===== src/sv/quaternion_vector_rotate_unit_assert.svh =====
// Assertion macros shared by the quaternion vector rotate unit.
`ifndef QUATERNION_VECTOR_ROTATE_UNIT_ASSERT_SVH
`define QUATERNION_VECTOR_ROTATE_UNIT_ASSERT_SVH

// Same-cycle implication, checked outside reset.
`define QVR_ASSERT_IMP(name, clk, rst, pre, post) \
   name: assert property (@(posedge clk) disable iff (rst) (pre) |-> (post)) \
      else $error("qvr implication check failed");

// Next-cycle implication, checked outside reset.
`define QVR_ASSERT_NXT(name, clk, rst, pre, post) \
   name: assert property (@(posedge clk) disable iff (rst) (pre) |=> (post)) \
      else $error("qvr next-cycle check failed");

`endif


===== src/sv/qvr_pkg.sv =====
// Types and constants of the quaternion vector rotate unit.
`default_nettype none
package qvr_pkg;

   // Pipeline shape: seven arithmetic stages, one stage per quotient bit, round, output.
   localparam int DIV_STEPS  = 32;
   localparam int DIV_FIRST  = 7;
   localparam int NUM_STAGES = DIV_FIRST + DIV_STEPS + 2;

   // Denominator (sum of four squares) and dividend magnitude widths.
   localparam int DEN_W = 65;
   localparam int REM_W = 100;
   localparam int LANES = 3;

   // Per-stage enables and valid bits of the pipeline.
   typedef struct packed {
      logic [NUM_STAGES-1:0] ce;
      logic [NUM_STAGES-1:0] vld;
   } pipe_ctl_type;

   // Data that travels through the division stages.
   typedef struct packed {
      logic [LANES-1:0][REM_W-1:0] rem;
      logic [LANES-1:0][31:0]      quo;
      logic [LANES-1:0]            neg;
      logic [LANES-1:0]            sat;
      logic [DEN_W-1:0]            den;
      logic                        degen;
   } div_type;

endpackage
`default_nettype wire


===== src/sv/qvr_pipe_ctl.sv =====
// Valid bits and bubble-collapsing stage enables of the rotate pipeline.
`default_nettype none
`include "quaternion_vector_rotate_unit_assert.svh"
module qvr_pipe_ctl (
   input  wire                   clock,
   input  wire                   reset,
   input  wire                   req_valid,
   input  wire                   rsp_ready,
   output qvr_pkg::pipe_ctl_type ctl
);

   localparam int NST = qvr_pkg::NUM_STAGES;

   logic [NST-1:0] vld_ff;
   logic [NST-1:0] vld_in;
   logic [NST-1:0] ce;

   // A stage loads when it is empty or when the stage after it moves on.
   always_comb begin
      ce[NST-1] = rsp_ready | ~vld_ff[NST-1];
      for (int s = NST - 2; s >= 0; s--) begin
         ce[s] = ce[s+1] | ~vld_ff[s];
      end
   end

   // Valid bits follow the data of each stage.
   always_comb begin
      vld_in[0] = ce[0] ? req_valid : vld_ff[0];
      for (int s = 1; s < NST; s++) begin
         vld_in[s] = ce[s] ? vld_ff[s-1] : vld_ff[s];
      end
   end

   always_ff @(posedge clock) begin
      if (reset) begin
         vld_ff <= '0;
      end else begin
         vld_ff <= vld_in;
      end
   end

   assign ctl.ce  = ce;
   assign ctl.vld = vld_ff;

   // A held beat is never overwritten by the stage in front of it.
   for (genvar g = 0; g < NST - 1; g++) begin : g_chk
      `QVR_ASSERT_IMP(a_no_overwrite, clock, reset, vld_ff[g] && !ce[g+1], !ce[g])
   end
   `QVR_ASSERT_IMP(a_empty_takes, clock, reset, !vld_ff[0], ce[0])
   `QVR_ASSERT_NXT(a_drain, clock, reset,
                   rsp_ready && vld_ff[NST-1] && !vld_ff[NST-2], !vld_ff[NST-1])

endmodule
`default_nettype wire


===== config.mk =====
export PLATFORM = sky130hd
export DESIGN_NAME = qvr_pipe_ctl
export DESIGN_NICKNAME = d
export VERILOG_FILES = /design/src/sv/qvr_pkg.sv /design/src/sv/qvr_pipe_ctl.sv
export VERILOG_INCLUDE_DIRS = /design/src /design/src/sv
export SDC_FILE = /design/constraint.sdc
export NUM_CORES = 1
export LEC_CHECK = 0
export BUFFER_PORTS_ARGS = -buffer_cell sky130_fd_sc_hd__buf_2
export CAP_MARGIN = 20
export CELL_PAD_IN_SITES_DETAIL_PLACEMENT = 1
export CELL_PAD_IN_SITES_GLOBAL_PLACEMENT = 1
export CORE_UTILIZATION = 32
export DETAILED_ROUTE_END_ITERATION = 8
export MAX_ROUTING_LAYER = met4
export PLACE_DENSITY_LB_ADDON = 0.1
export SKIP_LAST_GASP = 1
export SYNTH_ARGS = -nofsm -noshare
export SYNTH_HDL_FRONTEND = slang
export SYNTH_SLANG_ARGS = --single-unit

===== constraint.sdc =====
create_clock -name clock -period 3.5 [get_ports clock]
set_input_delay 0.875 -clock clock [delete_from_list [all_inputs] [get_ports clock]]
set_output_delay 0.875 -clock clock [all_outputs]
set_load 0.02 [all_outputs]

# Yosys cells after proc, flatten, opt, wreduce, memory -nomap -nowiden
# Cells that the tools add are included.
# W data, S select, Z words.
# word_totals
ff_bits	41
wordCells	123
# classes
n_bitwise	82
# op_table
op	count
$not A1 Y1	41
$or A1 B1 Y1	41

# Logic depth before layout (Yosys ltp)
# logic_depth
ltp_word	42
ltp_mapped	7

# Worst setup path after synthesis
# Ideal clock, no wire load.
# synth_timing
path_kind	input-to-output
from	in rsp_ready
to	out ctl[47] (netlist name)
t_arrival_ns	2.325
path_stages	7
path_slack_ns	0.300
required_time_ns	2.625
cell_sequence	and3b_2 -> inv_2 -> nor4b_4 -> and2_1 -> buf_2 -> buf_4 -> nand4_1
# synth_lines
item	line_no	text
from (decl)	qvr_pipe_ctl.sv:8	input wire rsp_ready,
to (decl)	qvr_pipe_ctl.sv:9	output qvr_pkg::pipe_ctl_type ctl

==> metrics <==
drt total wl 5.13 mm; Worst setup EP type output port; CP max-delay cell or3_1; initial antenna violation count 0; WP data arrival 2.38 ns; Reg with most FFs vld_ff; net switching power 182 µW; Internal 633 µW; first-pass GRT wire length 8.58 mm; Clk pin slew, worst setup/hold paths 0.08 ns; max reg flops 41; clock power share 40.0%; hpwl dp 3.80 mm; largest net degree at the start of global routing 35; Slew headroom 56.3%; maximum resistive drop on vdd 148 µV; part of the Yosys area used for sequential elements 46.1%; worst hold path type reg -> reg; nets@finish 305; Row Count 26; post-DR vias/cell 4.99; worst path required time 2.62 ns; Skew-Pair Late Insertion Delay 0.29 ns; GPL Wtd Cong 0.702; final number of max-transition violations 0; outcome completed; CTS Root Cell clkbuf_8; share of layout cells above drive strength 1 35.4%; Max clock buf depth 2; 1st-iter DRT viols 47; Flop pwr share 57.6%; setup bufs post-CTS 0; fmax 307 MHz; DRC violations left 0; post-cts sizing count 0; die area 0.00586 mm²; drt first pass iters 4; Initial Util 34.0%; overall power 815 µW; Largest regs vld_ff x41; Mapped Cells 214; syn nets 218; Final Critical Period 3.26 ns; CTS Hold Bufs 0; Synth Cell Area 0.00178 mm²; most frequent cells in the layout buf_2 (85), dfxtp_1 (41), nand2_1 (28), nand3_1 (22), nor2_1 (20); final period utilization 93.1%; final setup violation count 0; CTS tree built; Bufs and invs on worst path 4; vias in the first global route 1791; sw frac 22.4%; Power per Cell Area 342 mW/mm²; Hold Fails Final Rpt 0; Worst-Margin Slew 0.655 ns; synthesis-to-finish area growth 33.8%; Die H 76.6 µm; DR vias 1857; setup TNS 0 ns; I/O Pins 86; RSZ-0062 raised after global routing no; die width 76.6 µm; grt ovf 0; worst-path cell chain buf_2, and3b_2, inv_2, nor4b_4, buf_4, nand2_1, or3_1, buf_2; Combinational Power Share 2.4%; Crit path largest cell delay 0.36 ns; Post-Route Skew 0.00446 ns; Crit Path Max Fanout 6; distinct cell type count after synthesis 32; H-tree depth 2; GRT Util Overall 18.6%; number of synthesized register bits 41; Buffers on Ports 85; Max Cap Violations 0; Post-DRT Antenna Nets 0; most common cell after layout, fill and taps aside buf_2; most used cell, CP buf_2; Startpoint Class primary input; WL/cell 13.8 µm; number of diodes 0; Syn Area/Cell 8.31 µm²; CTS sink cnt 41; Yosys warnings 0; Setup CP Type in -> out; total CTS buffers 5; CP top delay family simple AND/OR/NAND/NOR gates; Core Area 0.00524 mm²; Pleak 0.979 nW
path summary, 6_finish.rpt:
| check | startpoint | end | slack (ns) | cells after the start |
|---|---|---|---|---|
| max reg2reg | vld_ff[33] | vld_ff[0] | 1.37 | 6 |
| max | rsp_ready | ctl[62] | 0.24 | 8 |
| min reg2reg | vld_ff[39] | vld_ff[40] | 0.47 | 2 |
| min | vld_ff[39] | vld_ff[40] | 0.47 | 2 |
logic make-up after synthesis:
group | Yosys count | synth area share, %
simple gates | 105 | 30.9
flops | 41 | 46.1
compound gates | 36 | 15.5
buf+inv | 32 | 7.45
routing by layer:
metal	up-vias	global-route usage [%]	part of all wire [%]
met1	876	21.9	45
met3	2	4.31	4.7
li1	925	-	-
met2	54	32.0	50
met5	-	-	0
met4	0	4.04	0.33
tightest hold or removal path, cell delays in order, from the launching register on:
cell and delay (ns):
dfxtp_1 0.33, inv_1 0.05, a21oi_1 0.05
area by class of cell:
cell class | count | area, µm²
repair buffers | 91 | 470
clock buffers | 6 | 82.6
fillers | 678 | 2860
well taps | 70 | 87.6
clock inverters | 2 | 13.8
inverters | 21 | 78.8
multi-input cells | 141 | 826
flip-flops and latches | 41 | 821
Yosys cell counts:
library cell  number  area share, %
nand2b_1           1           0.35
and2_1             4            1.4
inv_1             19            4.0
a21oi_1           14            3.9
and3_1             8            2.8
nor4b_4            1            1.3
or3_1              3            1.1
nand2_1           28            5.9
dfxtp_1           41             46
nand3_1           22            6.2
a22o_1             5            2.5
inv_2              2           0.42
a32o_1             3            1.7
o32ai_1            2           0.98
nor2_1            20            4.2
buf_1              1           0.21
and3b_2            1           0.56
nor4_1             1           0.35
nor3_1             4            1.1
nor4_4             1            1.2
buf_4              1           0.42
or2_2              1           0.35
o41ai_1            3            1.5
clkbuf_1           7            1.5
nand4_1            6            2.1
buf_6              1           0.63
o2bb2ai_1          1           0.49
a41oi_1            1           0.49
buf_2              1           0.28
o41ai_2            2            1.8
and4_1             4            2.0
o31ai_1            5            2.1
power groups by stage:
| stage | Sequential (mW) | Clock [mW] | Combinational, mW |
|---|---|---|---|
| 2_1_floorplan | 0.483 | 0 | 0.0114 |
| 5_1_grt | 0.470 | 0.361 | 0.0218 |
| 6_report | 0.470 | 0.326 | 0.0196 |
| 3_5_place_dp | 0.481 | 0 | 0.0202 |
| 3_3_place_gp | 0.481 | 0 | 0.0201 |
| 4_1_cts | 0.470 | 0.341 | 0.0201 |
stage by stage:
step	worst slack (ns)	cell area (µm²)	utilization [%]	hold slack, ns	std cells
2_1_floorplan	0.300	1780	-	0.530	214
4_1_cts	0.212	2380	45.4	0.474	372
3_3_place_gp	0.243	2280	43.6	0.450	364
6_report	0.241	2380	45.4	0.472	372
5_1_grt	0.107	2380	45.4	0.492	372
3_5_place_dp	0.218	2280	43.6	0.461	364
Note: power is estimated with default switching activity, not from simulation.
