--- config.mk ---
export PLATFORM = sky130hd
export DESIGN_NAME = qvr_div_stage
export DESIGN_NICKNAME = d
export VERILOG_FILES = /design/src/sv/quaternion_vector_rotate_unit_assert.svh /design/src/sv/qvr_pkg.sv /design/src/sv/qvr_div_stage.sv
export SDC_FILE = /design/constraint.sdc
export NUM_CORES = 1
export LEC_CHECK = 0
export ABC_CLOCK_PERIOD_IN_PS = 4200
export BUFFER_PORTS_ARGS = -buffer_cell sky130_fd_sc_hd__buf_2
export CAP_MARGIN = 10
export CORE_AREA = 2 2 365 367
export CTS_CLUSTER_DIAMETER = 60
export DETAILED_ROUTE_END_ITERATION = 12
export DIE_AREA = 0 0 367 369
export GPL_ROUTABILITY_DRIVEN = 0
export PLACE_DENSITY = 0.53
export SYNTH_ARGS = -nofsm -noshare
export SYNTH_HDL_FRONTEND = slang
export SYNTH_SLANG_ARGS = --single-unit
--- constraint.sdc ---
create_clock -name clock -period 4.2 [get_ports clock]
set_input_delay 0.63 -clock clock [delete_from_list [all_inputs] [get_ports clock]]
set_output_delay 0.63 -clock clock [all_outputs]
set_load 0.05 [all_outputs]
--- src/sv/quaternion_vector_rotate_unit_assert.svh ---
// Assertion macros shared by the quaternion vector rotate unit.
`ifndef QUATERNION_VECTOR_ROTATE_UNIT_ASSERT_SVH
`define QUATERNION_VECTOR_ROTATE_UNIT_ASSERT_SVH

// Same-cycle implication, checked outside reset.
`define QVR_ASSERT_IMP(name, clk, rst, pre, post) \
   name: assert property (@(posedge clk) disable iff (rst) (pre) |-> (post)) \
      else $error("qvr implication check failed");

// Next-cycle implication, checked outside reset.
`define QVR_ASSERT_NXT(name, clk, rst, pre, post) \
   name: assert property (@(posedge clk) disable iff (rst) (pre) |=> (post)) \
      else $error("qvr next-cycle check failed");

`endif

--- src/sv/qvr_pkg.sv ---
// Types and constants of the quaternion vector rotate unit.
`default_nettype none
package qvr_pkg;

   // Pipeline shape: seven arithmetic stages, one stage per quotient bit, round, output.
   localparam int DIV_STEPS  = 32;
   localparam int DIV_FIRST  = 7;
   localparam int NUM_STAGES = DIV_FIRST + DIV_STEPS + 2;

   // Denominator (sum of four squares) and dividend magnitude widths.
   localparam int DEN_W = 65;
   localparam int REM_W = 100;
   localparam int LANES = 3;

   // Per-stage enables and valid bits of the pipeline.
   typedef struct packed {
      logic [NUM_STAGES-1:0] ce;
      logic [NUM_STAGES-1:0] vld;
   } pipe_ctl_type;

   // Data that travels through the division stages.
   typedef struct packed {
      logic [LANES-1:0][REM_W-1:0] rem;
      logic [LANES-1:0][31:0]      quo;
      logic [LANES-1:0]            neg;
      logic [LANES-1:0]            sat;
      logic [DEN_W-1:0]            den;
      logic                        degen;
   } div_type;

endpackage
`default_nettype wire

--- src/sv/qvr_div_stage.sv ---
// One restoring division step for the three lanes, with its stage register.
`default_nettype none
module qvr_div_stage #(
   parameter int STEP = 31
) (
   input  wire                   clock,
   input  wire                   ce,
   input  wire qvr_pkg::div_type stage_in,
   output qvr_pkg::div_type      stage_out
);

   qvr_pkg::div_type stage_ff;
   qvr_pkg::div_type stage_in_d;
   logic [qvr_pkg::REM_W-1:0] den_sh;

   // Try to take the shifted denominator out of each remainder.
   always_comb begin
      den_sh     = qvr_pkg::REM_W'(stage_in.den) << STEP;
      stage_in_d = stage_in;
      for (int k = 0; k < qvr_pkg::LANES; k++) begin
         if (stage_in.rem[k] >= den_sh) begin
            stage_in_d.rem[k]       = stage_in.rem[k] - den_sh;
            stage_in_d.quo[k][STEP] = 1'b1;
         end
      end
   end

   always_ff @(posedge clock) begin
      if (ce) begin
         stage_ff <= stage_in_d;
      end
   end

   assign stage_out = stage_ff;

endmodule
`default_nettype wire

==> Word-level counts from Yosys, hierarchy flattened <==
Cells that the tools add are included.
{ "word_totals": {"reg_bits": 468, "input_bits": 470} }
{ "classes": {"addsub": 3, "n_lt_le_gt_ge": 3, "mux": 3} }
{ "op_table": {"columns": ["cell", "n"], "rows": [
  ["$ge A100 B96 Y1", 3],
  ["$mux W100", 3],
  ["$sub A100 B96 Y100", 3]
]} }

==> Depth between registers and ports, before layout <==
Gate-level depths: netlist of the first run.
{ "logic_depth": {"ltp_word": 2, "ltp_mapped": 16} }

==> Worst setup path after synthesis of the first run <==
OpenSTA, ideal clock, no wires.
{ "synth_path": {"kind": "input-to-reg", "start": "input port stage_in[29] (netlist name)", "end": "register stage_ff (netlist bit stage_out[438]), data pin", "cell_stages": 14, "t_arrival_ns": 3.405, "path_slack_ns": 0.539, "required_ns": 3.944, "setup_ns": 0.256, "path_buffers": 4, "cell_sequence": "inv_1 ha_1 buf_2 nand4_1 or4_1 or3_1 o21ba_2 a21bo_1 buf_6 a31oi_4 o21ai_2 buf_6 buf_6 a22o_1"} }
{ "synth_lines": {"columns": ["item", "line", "rtl"], "rows": [
  ["start, declared", "qvr_div_stage.sv:8", "input wire qvr_pkg::div_type stage_in,"],
  ["end signal, assigned", "qvr_div_stage.sv:30", "stage_ff <= stage_in_d;"],
  ["end, declared", "qvr_div_stage.sv:12", "qvr_pkg::div_type stage_ff;"]
]} }

==> impl_results.md, run 1 <==
* Outcome: finished, final reports clean
* Crit path required time at 4.60 ns
* Die width at 367 µm
* Cts hold-fix bufs at 0
* CTS tree: yes
* Layout cells sized above 1 at 35.28%
* CP max stage cell: o31ai_1
* Crit path launch type: input port
* Worst-path cell chain: buf_2, inv_1, ha_1, fa_1, nor2b_1, o2111ai_1, a21oi_1, o31ai_1, a21oi_1, a21boi_1, buf_4, o31ai_1, a31oi_1, buf_4, nor4b_1, nor3_1
* Seq/Total Area, Yosys at approximately half
* Post-CTS Setup Bufs at 0
* Detailed placement HPWL at approximately 130000 µm
* CTS sink cnt at about 470
* WP depth at 16
* Synth unique cells at 80
* Die area at 135400 µm²
* CP Capture Type: register
* Yosys warns at 0
* CP Class: input port to register
* Initial Util at 22.08%
* Worst-margin pin slew at between 0.9 and 1 ns
* Hold path depth at 1
* Tmin final at between 3 and 4 ns
* Mapped Cells at 2887
* Hold crit path type: input port to register
* H-tree depth at 3
* LEAKAGE at 17.39 nW
* CP arrival at 4.32 ns
* Number of remaining DRC errors at 0
* Initial antenna violation count at 74
* CP peak stage delay at 0.52 ns
* Final wirelength at 151600 µm
* Via/cell ratio at 4.734
* IO Count at 938
* Core box area at about 130000 µm²
* Antenna-violating nets left at 0
* Crit share post-route at 93.24%
* Rows at 133
* Non-filler cells in the finished layout at 6004
* GRT Total Usage at a little over a fifth
* Vias in the first global route at 27743
* Synthesized Nets at around 3600
* Worst-path clk slew at around 0.06 ns
* Total CTS buffers at 74
* Clock root cell: clkbuf_16
* Max Buffers Root-to-Sink at 3
* Total congestion overflow at 0
* Synthesized area at 28950 µm²
* Setup Viol. Count Final at 0
* Max reg flops at 468
* Worst setup path end: stage_out[261]
* Main flop type after synthesis: edfxtp_1
* CP Buf/Inv Count at 4
* Drt initial violations at 2041
* DRT Pass-1 Iters at 6
* Chip height at 369 µm
* Nets@finish at 4838
* Wire length of the first global-routing pass at 206900 µm
* Worst Path Max Fanout at 5
* Largest net degree at the start of global routing at 91
* Number of synthesized register bits at roughly 470
* Max Cap Viol at 0
* CP startpoint: stage_in[199]
* Most frequent cells in the layout: 936 x buf_2, 468 x edfxtp_1, 385 x buf_4, 324 x nand2_1, 294 x a21oi_1
* CTS resizes at 0
* Port Buffers at 937
* Worst setup margin at 0.2838 ns
* RSZ-0062 raised after global routing: no
* Commonest non-fill, non-tap cell in the layout: buf_2
* Mapped Avg Cell Area at 10.03 µm²
* Max Fclk at 0.2554 GHz
* Number of synthesized flops with an enable pin at roughly 470
* Routed length per instance at 25.25 µm
* Placed cells at a little under 6000
* Worst slack, placed at -0.3363 ns
* Vias at about 28000
* Setup TNS at 0 ns
* CP delay by family, top: compound AO/OA/AOI/OAI gates
* Final Hold Viols at 0
* Async S/R FF share, synth at 0%
* P per Cell Area at approximately 450 nW/µm²
* P&R area growth vs syn at 41.29%
* Slew Limit Headroom at 33.70%
* Max-slew violations at 0
* Peak VDD IR at 299.3 µV
-- per-stage QoR --
step	utilization [%]	power [W]	area (µm²)	hold WS, ns
5_1_grt	31.17	0.01907	40870	0.07751
6_report	31.19	0.01830	40900	0.1308
3_3_place_gp	29.34	0.01237	38480	0.8068
4_1_cts	31.15	0.01851	40850	0.05710
3_5_place_dp	29.34	0.01238	38480	0.8082
2_1_floorplan	-	0.009931	28950	0.7289
-- final cells by class --
class | count | area [µm²]
diodes | 20 | 50.05
clock buffers | 84 | 1911
clock inverters | 51 | 464.2
fillers | 13871 | 90230
inverters | 137 | 514.2
multi-input cells | 2153 | 13840
flip-flops and latches | 468 | 14050
well taps | 1755 | 2196
repair buffers | 1336 | 7870
-- worst min-delay path by stage --
stage / startpoint / endpoint / slack, ns
after floorplan: stage_in[0] / stage_out[0] / 0.73
after global placement: stage_in[94] / stage_out[94] / 0.81
after detailed placement: stage_in[138] / stage_out[138] / 0.81
after CTS: stage_in[158] / stage_out[158] / 0.06
after global routing: stage_in[89] / stage_out[89] / 0.08
final: stage_in[158] / stage_out[158] / 0.13
-- cells by family (layout without fill, tap and decap cells) --
logic type | after synthesis | after routing | share of synthesized area [%]
AOI/OAI and AO/OA | 904 | 904 | 19.23
xor gates and xnor gates | 188 | 188 | 5.688
adders and majority gates | 198 | 198 | 8.636
buffers and inverters | 266 | 1608 | 3.661
DFF | 468 | 468 | 48.55
muxes | 15 | 15 | 0.5749
other | 0 | 20 | 0
and+or+nand+nor | 848 | 848 | 13.67
-- cell usage after synthesis, types with 29 or more instances --
cell type | count | area, µm²
edfxtp_1 | 468 | 14050
nand2_1 | 324 | 1216
a21oi_1 | 294 | 1471
o21ai_0 | 262 | 1311
nor2_1 | 199 | 747.0
ha_1 | 195 | 2440
inv_1 | 137 | 514.2
xnor2_1 | 105 | 919.6
clkbuf_1 | 97 | 364.1
xor2_1 | 83 | 727.0
nand4_1 | 75 | 469.2
a21o_1 | 70 | 525.5
nor3_1 | 47 | 235.2
nand3_1 | 40 | 200.2
o21a_1 | 35 | 262.8
o21bai_1 | 31 | 232.7
nor4_1 | 29 | 181.4
-- power by group --
| part | total [W] | switching (W) | internal [W] |
|---|---|---|---|
| combinational | 0.00625 | 0.00440 | 0.00184 |
| clock | 0.00600 | 0.00249 | 0.00352 |
| sequential | 0.00605 | 0.000187 | 0.00586 |
-- routing by layer --
metal	vias up	part of all wire (%)	global-route usage, %
met1	13556	39	25.12
met5	-	0.21	0
li1	13397	-	-
met2	1134	48	36.49
met3	285	7.9	5.938
met4	50	5.0	10.27
Note: power is estimated with default switching activity, not from simulation.
==> inputs of run 2 (changes only) <==
--- a/config.mk
+++ b/config.mk
@@ -13,7 +13,7 @@
 export DETAILED_ROUTE_END_ITERATION = 12
 export DIE_AREA = 0 0 367 369
 export GPL_ROUTABILITY_DRIVEN = 0
-export PLACE_DENSITY = 0.53
+export PLACE_DENSITY = 0.52
 export SYNTH_ARGS = -nofsm -noshare
 export SYNTH_HDL_FRONTEND = slang
 export SYNTH_SLANG_ARGS = --single-unit
==> impl_results.md, run 2 (synthesized netlist as in run 1, its figures left out) <==
* CP most frequent cell: buf_4
* Largest net degree at the start of global routing at 88 (-3.3%)
* Setup Viol. Count Final at 0 (unchanged)
* Die area at 135400 µm² (unchanged)
* Nets@finish at 4854 (+0.33%)
* Wire length of the first global-routing pass at 205700 µm (-0.58%)
* Pwr Total at 0.01847 W (+0.92%)
* Crit path required time at 4.63 ns (+0.03 ns)
* Max Fclk at 0.2506 GHz (-1.9%)
* Final wirelength at 151500 µm (about the same)
* Vias at 28427 (+0.018%)
* Die width at 367 µm (unchanged)
* Clock root cell: clkbuf_16
* CP max stage cell: nor4_1
* Cts hold-fix bufs at 0 (unchanged)
* P&R area growth vs syn at 41.98%
* Core box area at 131100 µm² (unchanged)
* Hold_sp: stage_in[101]
* Sw power at 0.007257 W (+2.5%)
* Slew Limit Headroom at 47.36% (+14 points)
* Tmin final at 3.991 ns (+0.07478 ns)
* Initial Util at 22.08% (unchanged)
* Antenna-violating nets left at 0 (unchanged)
* CP Class: input port to register
* CP peak stage delay at 0.45 ns (-0.07 ns)
* DRT Pass-1 Iters at 7 (+1)
* Max reg flops at 468 (unchanged)
* Rows at 133 (unchanged)
* Number of remaining DRC errors at 0 (unchanged)
* Via/cell ratio at 4.721 (-0.26%)
* Seq pwr share at 32.8% (-0.3 points)
* H-tree depth at 3 (unchanged)
* Vias in the first global route at 27475 (-0.97%)
* Worst-path clk slew at 0.06 ns (about the same)
* CTS tree: yes
* Logic pwr share at 34.0% (about the same)
* Worst setup margin at 0.2090 ns (-0.07478 ns)
* GRT Total Usage at 21.44% (-0.11 points)
* CP startpoint: stage_in[26]
* Detailed placement HPWL at 128500 µm (-0.61%)
* Worst Path Max Fanout at 4 (-1)
* Max Cap Viol at 0 (unchanged)
* CP Buf/Inv Count at 7 (+3)
* Clock power frac at 33.2% (+0.4 points)
* Crit path launch type: input port
* Total CTS buffers at 74 (unchanged)
* Filler cells at 13852 (-0.14%)
* Footprint of the multi-input gates at 13850 µm² (about the same)
* Reg area at 14050 µm² (unchanged)
* Final Hold Viols at 0 (unchanged)
* Routed length per instance at 25.15 µm (-0.37%)
* CP Capture Type: register
* CP delay by family, top: compound AO/OA/AOI/OAI gates
* Placed cells at 5865 (+0.27%)
* Worst-path cell chain: buf_2, inv_1, ha_1, a21oi_2, buf_4, o21ai_0, nor4_1, nand3b_1, buf_4, a31oi_1, buf_4, o21ai_0, a21boi_0, buf_4, o21ai_0, xnor2_1, buf_4, o21ai_2
* Worst slack, placed at -0.8926 ns (-0.5563 ns)
* RSZ-0062 raised after global routing: no
* Total congestion overflow at 0 (unchanged)
* IO Count at 938 (unchanged)
* CP arrival at 4.42 ns (+0.10 ns)
* Peak VDD IR at 299.9 µV (+0.18%)
* Worst-margin pin slew at 0.7828 ns (-0.2116 ns)
* Non-filler cells in the finished layout at 6021 (+0.28%)
* Initial antenna violation count at 72 (-2.7%)
* Chip height at 369 µm (unchanged)
* Max Buffers Root-to-Sink at 3 (unchanged)
* Cell internal pwr at 0.01121 W (-0.10%)
* CTS sink cnt at 468 (unchanged)
* Layout cells sized above 1 at 35.77% (+0.49 points)
* LEAKAGE at 17.52 nW (+0.74%)
* Max-slew violations at 0 (unchanged)
* Most frequent cells in the layout: 936 x buf_2, 468 x edfxtp_1, 401 x buf_4, 324 x nand2_1, 293 x a21oi_1
* Port Buffers at 937 (unchanged)
* Drt initial violations at 2088 (+2.3%)
* Crit share post-route at 95.02% (+1.8 points)
* Switching share of power at 39.30% (+0.62 points)
* P per Cell Area at 449.3 nW/µm² (+0.43%)
* Commonest non-fill, non-tap cell in the layout: buf_2
* Outcome: finished, final reports clean
* Hold crit path type: input port to register
[run 2: worst paths after layout]
| kind | endpoint | slack (ns) | depth (start not counted) |
|---|---|---|---|
| worst max-delay path | stage_out[445] | 0.21 | 18 |
| worst min-delay path | stage_out[101] | 0.11 | 1 |
[run 2: layout make-up]
cell class	count	area share (%)
antenna	20	0.1218
clock buffer	80	4.560
clock inverter	56	1.391
inverter	137	1.251
multi-input combinational	2153	33.70
sequential	468	34.19
tap	1755	5.343
timing repair buffer	1352	19.44
[run 2: power groups by stage]
stage | sequential, W | combinational [W] | clock (W)
after floorplan | 0.00806 | 0.00187 | 0
after global placement | 0.00614 | 0.00627 | 0
after detailed placement | 0.00615 | 0.00626 | 0
after CTS | 0.00607 | 0.00630 | 0.00631
after global routing | 0.00610 | 0.00665 | 0.00646
final | 0.00606 | 0.00627 | 0.00614
[run 2: routing by layer]
metal | global-route usage (%) | vias to the layer above | part of all wire [%]
met1 | 25.30 | 13538 | 39
li1 | - | 13428 | -
met4 | 7.842 | 62 | 4.0
met3 | 6.442 | 236 | 8.2
met5 | 0 | - | 0.25
met2 | 36.60 | 1163 | 48
[run 2: timing repair]
| item | CTS | global route |
|---|---|---|
| setup endpoints to repair | 1 | 1 |
| setup buffers | 0 | 0 |
| resized for setup | 2 | 1 |
[run 2: per-stage QoR]
| stage | instance area, µm² | hold WS, ns | utilization, % | TNS, ns |
|---|---|---|---|---|
| after floorplan | 28950 | 0.7289 | - | 0 |
| after global placement | 38600 | 0.8073 | 29.43 | -14.90 |
| after global routing | 41080 | 0.06534 | 31.33 | 0 |
| final | 41100 | 0.1113 | 31.34 | 0 |
| after CTS | 41050 | 0.04810 | 31.30 | 0 |
| after detailed placement | 38600 | 0.8083 | 29.43 | -19.99 |
